$ cat src/rtl/pap_pkg.sv
// Shared constants and types for the pressure average and peak tracker.
// No dependencies; imported by every RTL module of the block.
package pap_pkg;

    // Sensor count and calibration register.
    localparam int COUNT_W = 14;
    localparam logic [COUNT_W-1:0] ZERO_COUNT_RESET = 14'd1638;
    localparam logic [5:0] COUNT_MASK = 6'h3F;

    // Gain of about 1.99167 per count, held as Q16 rounded to nearest.
    localparam int GAIN_W = 17;
    localparam logic [GAIN_W-1:0] GAIN_Q16 = 17'd130526;
    localparam int GAIN_SHIFT = 16;
    localparam int PROD_W = COUNT_W + GAIN_W;

    // Result field widths.
    localparam int PRESS_W = 16;
    localparam int PEAK_W = 15;

    // Scaled reading between the scaling and window stages.
    typedef struct packed {
        logic               read_ok;
        logic               neg;
        logic [PROD_W-1:0]  prod;
    } t_scaled;

    // Per-request results between the window and averaging stages.
    typedef struct packed {
        logic                       read_ok;
        logic signed [PRESS_W-1:0]  pressure;
        logic [PEAK_W-1:0]          peak;
    } t_win_res;

endpackage

$ cat src/rtl/pap_in_if.sv
// Input channel of the tracker: one raw sensor reading per request.
// Depends on nothing.
interface pap_in_if;
    logic       valid;
    logic       ready;
    logic [7:0] high_byte;
    logic [7:0] low_byte;
    logic       read_ok;

    modport source (output valid, high_byte, low_byte, read_ok, input ready);
    modport sink   (input valid, high_byte, low_byte, read_ok, output ready);
endinterface

$ cat src/rtl/pap_out_if.sv
// Output channel of the tracker: pressure, window average, peak and error.
// Depends on pap_pkg for the field widths.
interface pap_out_if;
    logic                               valid;
    logic                               ready;
    logic signed [pap_pkg::PRESS_W-1:0] pressure;
    logic signed [pap_pkg::PRESS_W-1:0] window_average;
    logic [pap_pkg::PEAK_W-1:0]         peak_pressure;
    logic                               read_error;

    modport source (output valid, pressure, window_average, peak_pressure, read_error,
                    input ready);
    modport sink   (input valid, pressure, window_average, peak_pressure, read_error,
                    output ready);
endinterface

$ cat src/rtl/pap_cfg_if.sv
// Configuration write channel of the tracker: the zero-pressure count.
// Depends on pap_pkg for the count width.
interface pap_cfg_if;
    logic                         valid;
    logic                         ready;
    logic [pap_pkg::COUNT_W-1:0]  zero_count;

    modport source (output valid, zero_count, input ready);
    modport sink   (input valid, zero_count, output ready);
endinterface

$ cat src/rtl/pap_scale.sv
// Input register and gain multiplier: raw count to scaled magnitude product.
// Depends on pap_pkg.
module pap_scale (
    input  logic                        i_clk,
    input  logic                        i_rst_n,
    input  logic [pap_pkg::COUNT_W-1:0] i_zero_count,
    input  logic                        i_valid,
    output logic                        o_ready,
    input  logic [7:0]                  i_high_byte,
    input  logic [7:0]                  i_low_byte,
    input  logic                        i_read_ok,
    output logic                        o_valid,
    input  logic                        i_ready,
    output pap_pkg::t_scaled            o_scaled
);
    import pap_pkg::*;

    logic                       r_v1;
    logic                       r_v2;
    logic [7:0]                 r_high_byte;
    logic [7:0]                 r_low_byte;
    logic                       r_read_ok;
    t_scaled                    r_scaled;
    t_scaled                    n_scaled;
    logic                       w_load1;
    logic                       w_load2;
    logic [COUNT_W-1:0]         w_raw;
    logic [COUNT_W:0]           w_diff;
    logic [COUNT_W:0]           w_abs;

    // Each stage loads when it is empty or its content moves on.
    assign w_load2 = !r_v2 || i_ready;
    assign w_load1 = !r_v1 || w_load2;
    assign o_ready = w_load1;
    assign o_valid = r_v2;
    assign o_scaled = r_scaled;

    // Offset correction and gain multiply on the registered reading.
    always_comb begin
        w_raw = {r_high_byte[5:0] & COUNT_MASK, r_low_byte};
        w_diff = {1'b0, w_raw} - {1'b0, i_zero_count};
        w_abs = w_diff[COUNT_W] ? (~w_diff + 1'b1) : w_diff;
        n_scaled.read_ok = r_read_ok;
        n_scaled.neg = w_diff[COUNT_W];
        n_scaled.prod = PROD_W'(w_abs[COUNT_W-1:0]) * PROD_W'(GAIN_Q16);
    end

    // Stage valid bits.
    always_ff @(posedge i_clk) begin
        if (!i_rst_n) begin
            r_v1 <= 1'b0;
            r_v2 <= 1'b0;
        end else begin
            if (w_load1) begin
                r_v1 <= i_valid;
            end
            if (w_load2) begin
                r_v2 <= r_v1;
            end
        end
    end

    // Stage payloads.
    always_ff @(posedge i_clk) begin
        if (w_load1 && i_valid) begin
            r_high_byte <= i_high_byte;
            r_low_byte <= i_low_byte;
            r_read_ok <= i_read_ok;
        end
        if (w_load2 && r_v1) begin
            r_scaled <= n_scaled;
        end
    end

endmodule

$ cat src/rtl/pap_window.sv
// Window stage: sample shift line, running sum and peak hold.
// Depends on pap_pkg.
module pap_window #(
    parameter int WINDOW = 10,
    parameter int SUM_W = pap_pkg::PRESS_W + $clog2(WINDOW)
) (
    input  logic                     i_clk,
    input  logic                     i_rst_n,
    input  logic                     i_valid,
    output logic                     o_ready,
    input  pap_pkg::t_scaled         i_scaled,
    output logic                     o_valid,
    input  logic                     i_ready,
    output pap_pkg::t_win_res        o_res,
    output logic signed [SUM_W-1:0]  o_sum
);
    import pap_pkg::*;

    logic signed [PRESS_W-1:0]  r_ring [WINDOW];
    logic signed [SUM_W-1:0]    r_sum;
    logic signed [SUM_W-1:0]    n_sum;
    logic [PEAK_W-1:0]          r_peak;
    logic [PEAK_W-1:0]          n_peak;
    logic                       r_v;
    t_win_res                   r_res;
    logic signed [SUM_W-1:0]    r_sum_out;
    logic                       w_take;
    logic                       w_update;
    logic [PEAK_W-1:0]          w_q;
    logic signed [PRESS_W-1:0]  w_p;

    assign o_ready = !r_v || i_ready;
    assign w_take = i_valid && o_ready;
    assign w_update = w_take && i_scaled.read_ok;
    assign o_valid = r_v;
    assign o_res = r_res;
    assign o_sum = r_sum_out;

    // Signed pressure, then the new sum and peak; a failed read keeps both.
    always_comb begin
        w_q = i_scaled.prod[GAIN_SHIFT +: PEAK_W];
        if (!i_scaled.read_ok) begin
            w_p = '0;
        end else if (i_scaled.neg) begin
            w_p = -$signed({1'b0, w_q});
        end else begin
            w_p = $signed({1'b0, w_q});
        end
        n_sum = r_sum;
        n_peak = r_peak;
        if (i_scaled.read_ok) begin
            n_sum = r_sum - SUM_W'(r_ring[WINDOW-1]) + SUM_W'(w_p);
            if (w_p > $signed({1'b0, r_peak})) begin
                n_peak = w_p[PEAK_W-1:0];
            end
        end
    end

    // Window state: the oldest sample leaves at the tail of the line.
    always_ff @(posedge i_clk) begin
        if (!i_rst_n) begin
            for (int i = 0; i < WINDOW; i++) begin
                r_ring[i] <= '0;
            end
            r_sum <= '0;
            r_peak <= '0;
        end else if (w_update) begin
            r_ring[0] <= w_p;
            for (int i = 1; i < WINDOW; i++) begin
                r_ring[i] <= r_ring[i-1];
            end
            r_sum <= n_sum;
            r_peak <= n_peak;
        end
    end

    // Result register valid bit.
    always_ff @(posedge i_clk) begin
        if (!i_rst_n) begin
            r_v <= 1'b0;
        end else if (o_ready) begin
            r_v <= i_valid;
        end
    end

    // Result register payload.
    always_ff @(posedge i_clk) begin
        if (w_take) begin
            r_res.read_ok <= i_scaled.read_ok;
            r_res.pressure <= w_p;
            r_res.peak <= n_peak;
            r_sum_out <= n_sum;
        end
    end

endmodule

$ cat src/rtl/pap_average.sv
// Averaging stage and output register: window sum divided by WINDOW.
// Depends on pap_pkg; the divide is a reciprocal multiply that is exact
// for every sum magnitude the window can hold.
module pap_average #(
    parameter int WINDOW = 10,
    parameter int SUM_W = pap_pkg::PRESS_W + $clog2(WINDOW)
) (
    input  logic                                i_clk,
    input  logic                                i_rst_n,
    input  logic                                i_valid,
    output logic                                o_ready,
    input  pap_pkg::t_win_res                   i_res,
    input  logic signed [SUM_W-1:0]             i_sum,
    output logic                                o_valid,
    input  logic                                i_ready,
    output logic signed [pap_pkg::PRESS_W-1:0]  o_pressure,
    output logic signed [pap_pkg::PRESS_W-1:0]  o_window_average,
    output logic [pap_pkg::PEAK_W-1:0]          o_peak_pressure,
    output logic                                o_read_error
);
    import pap_pkg::*;

    // Sum magnitude bits, reciprocal shift and reciprocal constant.
    localparam int MAG_W = SUM_W - 1;
    localparam int RSH = MAG_W + $clog2(WINDOW);
    localparam int RECIP_W = MAG_W + 1;
    localparam longint RECIP_I = ((longint'(1) << RSH) + WINDOW - 1) / WINDOW;
    localparam logic [RECIP_W-1:0] RECIP = RECIP_W'(RECIP_I);
    localparam int QPROD_W = MAG_W + RECIP_W;

    logic                       r_v;
    logic signed [PRESS_W-1:0]  r_pressure;
    logic signed [PRESS_W-1:0]  r_avg;
    logic [PEAK_W-1:0]          r_peak;
    logic                       r_err;
    logic signed [PRESS_W-1:0]  n_avg;
    logic [SUM_W-1:0]           w_abs;
    logic [QPROD_W-1:0]         w_prod;
    logic [PRESS_W-1:0]         w_q;

    assign o_ready = !r_v || i_ready;
    assign o_valid = r_v;
    assign o_pressure = r_pressure;
    assign o_window_average = r_avg;
    assign o_peak_pressure = r_peak;
    assign o_read_error = r_err;

    // Truncating signed divide: divide the magnitude, then restore the sign.
    always_comb begin
        w_abs = i_sum[SUM_W-1] ? -i_sum : i_sum;
        w_prod = QPROD_W'(w_abs[MAG_W-1:0]) * QPROD_W'(RECIP);
        w_q = w_prod[RSH +: PRESS_W];
        n_avg = i_sum[SUM_W-1] ? -$signed(w_q) : $signed(w_q);
    end

    // Output register valid bit.
    always_ff @(posedge i_clk) begin
        if (!i_rst_n) begin
            r_v <= 1'b0;
        end else if (o_ready) begin
            r_v <= i_valid;
        end
    end

    // Output register payload.
    always_ff @(posedge i_clk) begin
        if (o_ready && i_valid) begin
            r_pressure <= i_res.pressure;
            r_avg <= n_avg;
            r_peak <= i_res.peak;
            r_err <= !i_res.read_ok;
        end
    end

endmodule

$ cat src/rtl/pressure_average_peak_tracker_top.sv
// Pressure average and peak tracker, top level.
// Depends on pap_pkg, the pap_*_if interfaces, pap_scale, pap_window, pap_average.
//
// Usage:
//   i_in carries one raw sensor reading per request (two bytes and read_ok).
//   o_out returns one result per request: signed pressure in 1/256 cmH2O,
//   the truncated average over the last WINDOW good readings, the peak
//   since reset and a read error flag.
//   i_cfg writes the zero-pressure count; it is always ready and should be
//   written only while no request is in flight.
// Timing:
//   Four register stages: input register, gain product, window state and
//   output register. One request is accepted every cycle while the output
//   is not stalled. The window sum and peak updates are the only loops.
// Reset:
//   Synchronous, active low. The sample line, sum and peak clear to zero and
//   the zero count returns to 1638.
// Stalls:
//   Each stage holds its content while the receiver stalls and still fills
//   when empty, so up to four requests are taken before i_in.ready drops.
module pressure_average_peak_tracker_top #(
    parameter int WINDOW = 10
) (
    input  logic        i_clk,
    input  logic        i_rst_n,
    pap_in_if.sink      i_in,
    pap_cfg_if.sink     i_cfg,
    pap_out_if.source   o_out
);
    import pap_pkg::*;

    localparam int SUM_W = PRESS_W + $clog2(WINDOW);

    logic [COUNT_W-1:0]         r_zero_count;
    logic                       w_sc_valid;
    logic                       w_sc_ready;
    t_scaled                    w_scaled;
    logic                       w_win_valid;
    logic                       w_win_ready;
    t_win_res                   w_win_res;
    logic signed [SUM_W-1:0]    w_win_sum;

    // Calibration register.
    assign i_cfg.ready = 1'b1;

    always_ff @(posedge i_clk) begin
        if (!i_rst_n) begin
            r_zero_count <= ZERO_COUNT_RESET;
        end else if (i_cfg.valid) begin
            r_zero_count <= i_cfg.zero_count;
        end
    end

    // Offset correction and scaling.
    pap_scale u_scale (
        .i_clk        (i_clk),
        .i_rst_n      (i_rst_n),
        .i_zero_count (r_zero_count),
        .i_valid      (i_in.valid),
        .o_ready      (i_in.ready),
        .i_high_byte  (i_in.high_byte),
        .i_low_byte   (i_in.low_byte),
        .i_read_ok    (i_in.read_ok),
        .o_valid      (w_sc_valid),
        .i_ready      (w_sc_ready),
        .o_scaled     (w_scaled)
    );

    // Window sum and peak hold.
    pap_window #(
        .WINDOW (WINDOW),
        .SUM_W  (SUM_W)
    ) u_window (
        .i_clk    (i_clk),
        .i_rst_n  (i_rst_n),
        .i_valid  (w_sc_valid),
        .o_ready  (w_sc_ready),
        .i_scaled (w_scaled),
        .o_valid  (w_win_valid),
        .i_ready  (w_win_ready),
        .o_res    (w_win_res),
        .o_sum    (w_win_sum)
    );

    // Window average and output register.
    pap_average #(
        .WINDOW (WINDOW),
        .SUM_W  (SUM_W)
    ) u_average (
        .i_clk            (i_clk),
        .i_rst_n          (i_rst_n),
        .i_valid          (w_win_valid),
        .o_ready          (w_win_ready),
        .i_res            (w_win_res),
        .i_sum            (w_win_sum),
        .o_valid          (o_out.valid),
        .i_ready          (o_out.ready),
        .o_pressure       (o_out.pressure),
        .o_window_average (o_out.window_average),
        .o_peak_pressure  (o_out.peak_pressure),
        .o_read_error     (o_out.read_error)
    );

endmodule

$ cat src/flat_wrapper.sv
// flat-port wrapper written by rule: the top's interface ports become plain ports
module pressure_average_peak_tracker_top_flat import pap_pkg::*;
#(
    parameter int WINDOW = 10
)
  (i_clk, i_rst_n, i_in_valid, i_in_high_byte, i_in_low_byte, i_in_read_ok, i_in_ready, i_cfg_valid, i_cfg_zero_count, i_cfg_ready, o_out_valid, o_out_pressure, o_out_window_average, o_out_peak_pressure, o_out_read_error, o_out_ready);
  pap_in_if i_in_i ();
  pap_cfg_if i_cfg_i ();
  pap_out_if o_out_i ();
  input  logic i_clk;
  input  logic i_rst_n;
  input wire logic [$bits(i_in_i.valid)-1:0] i_in_valid;
  input wire logic [$bits(i_in_i.high_byte)-1:0] i_in_high_byte;
  input wire logic [$bits(i_in_i.low_byte)-1:0] i_in_low_byte;
  input wire logic [$bits(i_in_i.read_ok)-1:0] i_in_read_ok;
  output wire logic [$bits(i_in_i.ready)-1:0] i_in_ready;
  input wire logic [$bits(i_cfg_i.valid)-1:0] i_cfg_valid;
  input wire logic [$bits(i_cfg_i.zero_count)-1:0] i_cfg_zero_count;
  output wire logic [$bits(i_cfg_i.ready)-1:0] i_cfg_ready;
  output wire logic [$bits(o_out_i.valid)-1:0] o_out_valid;
  output wire logic [$bits(o_out_i.pressure)-1:0] o_out_pressure;
  output wire logic [$bits(o_out_i.window_average)-1:0] o_out_window_average;
  output wire logic [$bits(o_out_i.peak_pressure)-1:0] o_out_peak_pressure;
  output wire logic [$bits(o_out_i.read_error)-1:0] o_out_read_error;
  input wire logic [$bits(o_out_i.ready)-1:0] o_out_ready;
  assign i_in_i.valid = i_in_valid;
  assign i_in_i.high_byte = i_in_high_byte;
  assign i_in_i.low_byte = i_in_low_byte;
  assign i_in_i.read_ok = i_in_read_ok;
  assign i_in_ready = i_in_i.ready;
  assign i_cfg_i.valid = i_cfg_valid;
  assign i_cfg_i.zero_count = i_cfg_zero_count;
  assign i_cfg_ready = i_cfg_i.ready;
  assign o_out_valid = o_out_i.valid;
  assign o_out_pressure = o_out_i.pressure;
  assign o_out_window_average = o_out_i.window_average;
  assign o_out_peak_pressure = o_out_i.peak_pressure;
  assign o_out_read_error = o_out_i.read_error;
  assign o_out_i.ready = o_out_ready;
  pressure_average_peak_tracker_top #(.WINDOW(WINDOW)) u_core (.i_clk(i_clk), .i_rst_n(i_rst_n), .i_in(i_in_i), .i_cfg(i_cfg_i), .o_out(o_out_i));
endmodule
$ cat config.mk
export PLATFORM = sky130hd
export DESIGN_NAME = pressure_average_peak_tracker_top_flat
export DESIGN_NICKNAME = d
export VERILOG_FILES = /design/src/rtl/pap_pkg.sv /design/src/rtl/pap_in_if.sv /design/src/rtl/pap_out_if.sv /design/src/rtl/pap_cfg_if.sv /design/src/rtl/pap_scale.sv /design/src/rtl/pap_window.sv /design/src/rtl/pap_average.sv /design/src/rtl/pressure_average_peak_tracker_top.sv /design/src/flat_wrapper.sv
export SDC_FILE = /design/constraint.sdc
export NUM_CORES = 1
export LEC_CHECK = 0
export ABC_CLOCK_PERIOD_IN_PS = 13200
export BUFFER_PORTS_ARGS = -buffer_cell sky130_fd_sc_hd__buf_2
export CORE_MARGIN = 10
export CORE_UTILIZATION = 64
export DETAILED_ROUTE_END_ITERATION = 10
export PLACE_DENSITY_LB_ADDON = 0.2
export SLEW_MARGIN = 20
export SYNTH_ARGS = -nofsm -noshare
export SYNTH_HDL_FRONTEND = slang
export SYNTH_SLANG_ARGS = --single-unit
$ cat constraint.sdc
create_clock -name i_clk -period 13.2 [get_ports i_clk]
set_clock_uncertainty 0.15 [all_clocks]
set_input_delay 1.32 -clock i_clk [delete_from_list [all_inputs] [get_ports i_clk]]
set_output_delay 1.32 -clock i_clk [all_outputs]
set_load 0.01 [all_outputs]
==> results.md <==
* Mux contribution to synthesized area at 1.49%
* CTS tree: yes
* Most numerous cell on the critical path: fa_1
* Cell area after synthesis at 26,000 µm²
* Measured slew at the worst slew-check pin at 1.02 ns
* Worst Path Arrival at 10.71 ns
* PostCTS Resize Cnt at 0
* Simple-gate portion of the synthesized area at 10.4%
* Reg area at 9830 µm²
* RSZ-0062 raised after global routing: no
* Die H at 222 µm
* Synth Area in Adders at 30.8%
* Setup tns final at 0 ns
* CORE AREA at 40,000 µm²
* TritonCTS Buffers at 38
* Setup CP Type: register to register
* Final hold vios at 0
* Hold WC Path Type: register to register
* TritonCTS Sinks at 345
* Row count at 73
* Fill count at 2,850
* Multi-input logic area at 14,200 µm²
* Number of synthesized flops with an enable pin at 292
* Commonest non-fill, non-tap cell in the layout: inv_1
* Complex-gate fraction of the synthesized area at 7.41%
* Post-route DRC at 0
* Final GP Congestion at 0.943
* DRT Pass-1 Iters at 5
* Setup Fix Bufs, Post-CTS at 0
* ANT nets after route at 0
* Largest family of logic cells by synthesized area: adder cells
* Worst EP required at 13.35 ns
* GRT overflow at 0
* Initial Utilization at 65.1%
* Period utilization at 80.0%
* Root buffer cell: clkbuf_16
* Peak Freq at 94.7 MHz
* Final HPWL DP at 42,000 µm
* Port Buffers at 83
* Post-synth ARST share at 0%
* Max-slew violations at 0
* Clk slew on worst S/H paths at 0.07 ns
* Ant diodes at 0
* Max Cap Viol at 0
* Iteration-0 DRC Markers at 1,244
* # hold bufs at CTS at 0
* Critical Path Fanout Max at 6
* Main flop type after synthesis: edfxtp_1
* Count of cell types in the netlist at 75
* Routed vias at 16,600
* Post-Synthesis Cells at 2,359
* Slowest stage cell on the critical path: fa_1
* Area grow syn2layout at 8.20%
* XOR/XNOR Fraction of Synth Area at 4.29%
* Max Root-Sink Buffers at 3
* Vias per cell at 5.57
* Max-slew headroom at 31.8%
* H-Tree Depth at 2
* Nature of the critical path endpoint: register
* Syn_nets at 2,905
* Mean post-synth cell area at 11.0 µm²
* Synth warn at 0
* Die area at 49,100 µm²
* Status: complete, no violations
* Commonest non-fill, non-tap cells in the layout: 476 x inv_1, 292 x ha_1, 292 x edfxtp_1, 218 x fa_1, 154 x and3_1
* Initial antenna violation count at 0
* Worst-Skew Late Latency at 0.56 ns
* Register bit total from synthesis at 345
* Post-route minimum period at 10.56 ns
* Global-route wire length before repair at 88,800 µm
* Seq/Total Area, Yosys at 37.8%
* Routed WL at 54,600 µm
* Die Span X at 222 µm
* WL/cell at 18.3 µm
* GR Util All Layers at 22.3%
* Share of cells above drive strength 1 at 7.21%
* Crit-path max cell delay at 0.86 ns
* # setup viols final at 0
* Vias in the first global route at 17,300
* Largest net degree at the start of global routing at 139
* Ports at 87
* Final net count at 2,972
* CP Launch Type: register
-- cell type report --
type                       instances  area share [%]
clock inverter                    22           0.697
timing repair buffer              92            1.75
multi-input combinational       1472            50.3
clock buffer                      46            3.63
sequential                       345            34.9
tap                              525            2.33
inverter                         477            6.37
-- worst max-delay path: cells and delay by family, from the launching register on --
| family | cells | cell delay (ns) |
|---|---|---|
| AOI/OAI and AO/OA | 10 | 2.78 |
| xor gates and xnor gates | 3 | 0.61 |
| adders and majority gates | 9 | 4.44 |
| buffers and inverters | 5 | 0.46 |
| DFF | 1 | 0.36 |
| muxes | 1 | 0.31 |
| and+or+nand+nor | 6 | 1.17 |
-- final timing paths --
check | endpoint | cells past startpoint | from | slack, ns
min reg2reg | u_core.u_average.o_peak_pressure[4] | 0 | u_core.u_window.o_res[4] | 0.27
min | u_core.u_average.o_peak_pressure[4] | 0 | u_core.u_window.o_res[4] | 0.27
max | u_core.u_scale.o_scaled[30] | 34 | u_core.u_scale.r_low_byte[0] | 2.64
max reg2reg | u_core.u_scale.o_scaled[30] | 34 | u_core.u_scale.r_low_byte[0] | 2.64
-- synth_stat cells (all sizes together), types with 9 or more instances --
cell | n | share of area (%)
mux2i | 32 | 1.2
o31ai | 17 | 0.54
o21ai | 78 | 1.5
nor2 | 60 | 0.87
nor2b | 33 | 0.79
nand3 | 25 | 0.48
ha | 292 | 14
a21boi | 12 | 0.35
clkbuf | 58 | 0.84
or3 | 10 | 0.24
o211ai | 13 | 0.37
nand2b | 22 | 0.53
inv | 477 | 6.9
xnor2 | 80 | 2.7
and3 | 155 | 3.7
and2 | 24 | 0.58
nor4 | 9 | 0.24
a31oi | 15 | 0.36
xor2 | 44 | 1.5
nand4 | 10 | 0.24
nand2 | 112 | 1.6
fa | 218 | 17
dfxtp | 53 | 4.1
edfxtp | 292 | 34
a21o | 27 | 0.78
nor3 | 21 | 0.40
a21oi | 70 | 1.4
o21bai | 10 | 0.29
o21a | 13 | 0.37
-- stage by stage --
step           instances  utilization, %  hold slack, ns  instance area (µm²)  worst slack (ns)
2_1_floorplan       2359               -           0.250                26000              4.10
3_3_place_gp        2910            67.3           0.253                26900              3.04
3_5_place_dp        2910            67.3           0.257                26900              2.84
4_1_cts             2978            70.4           0.268                28100              2.72
5_1_grt             2979            70.4           0.273                28200              2.10
6_report            2979            70.4           0.268                28200              2.64
-- metal layers --
metal	up-vias	part of all wire, %	track usage (%)
met4	0	3.3	7.87
met5	-	0	0
met3	91	4.4	3.52
met1	8139	42	27.5
met2	310	50	39.0
li1	8041	-	-
-- cell families (layout without fill, tap and decap cells) --
kind of cell | Yosys count | in the layout
other | 1 | 1
AND/OR/NAND/NOR | 503 | 503
adder cells (fa/ha/maj) | 510 | 510
AO/OA/AOI/OAI | 295 | 295
buffers and inverters | 542 | 637
multiplexers | 38 | 38
flip-flops | 345 | 345
XOR/XNOR | 125 | 125
-- state kept, by name, indices dropped and copies added (netlist names) --
name and flops:
u_core.r_zero_count 14, u_core.u_average.o_peak_pressure 15, u_core.u_average.o_pressure 16, u_core.u_average.o_read_error 1
u_core.u_average.o_valid 1, u_core.u_average.o_window_average 16, u_core.u_scale.o_scaled 17, u_core.u_scale.o_valid 1
u_core.u_scale.r_high_byte 6, u_core.u_scale.r_low_byte 8, u_core.u_scale.r_read_ok 1, u_core.u_scale.r_v1 1
u_core.u_window.o_res 32, u_core.u_window.o_sum 20, u_core.u_window.o_valid 1, u_core.u_window.r_peak 15
u_core.u_window.r_ring 160, u_core.u_window.r_sum 20
Power is left out: the tool's default activity adds up to more than one toggle a clock period on the data nets, which glitch-free logic cannot reach.
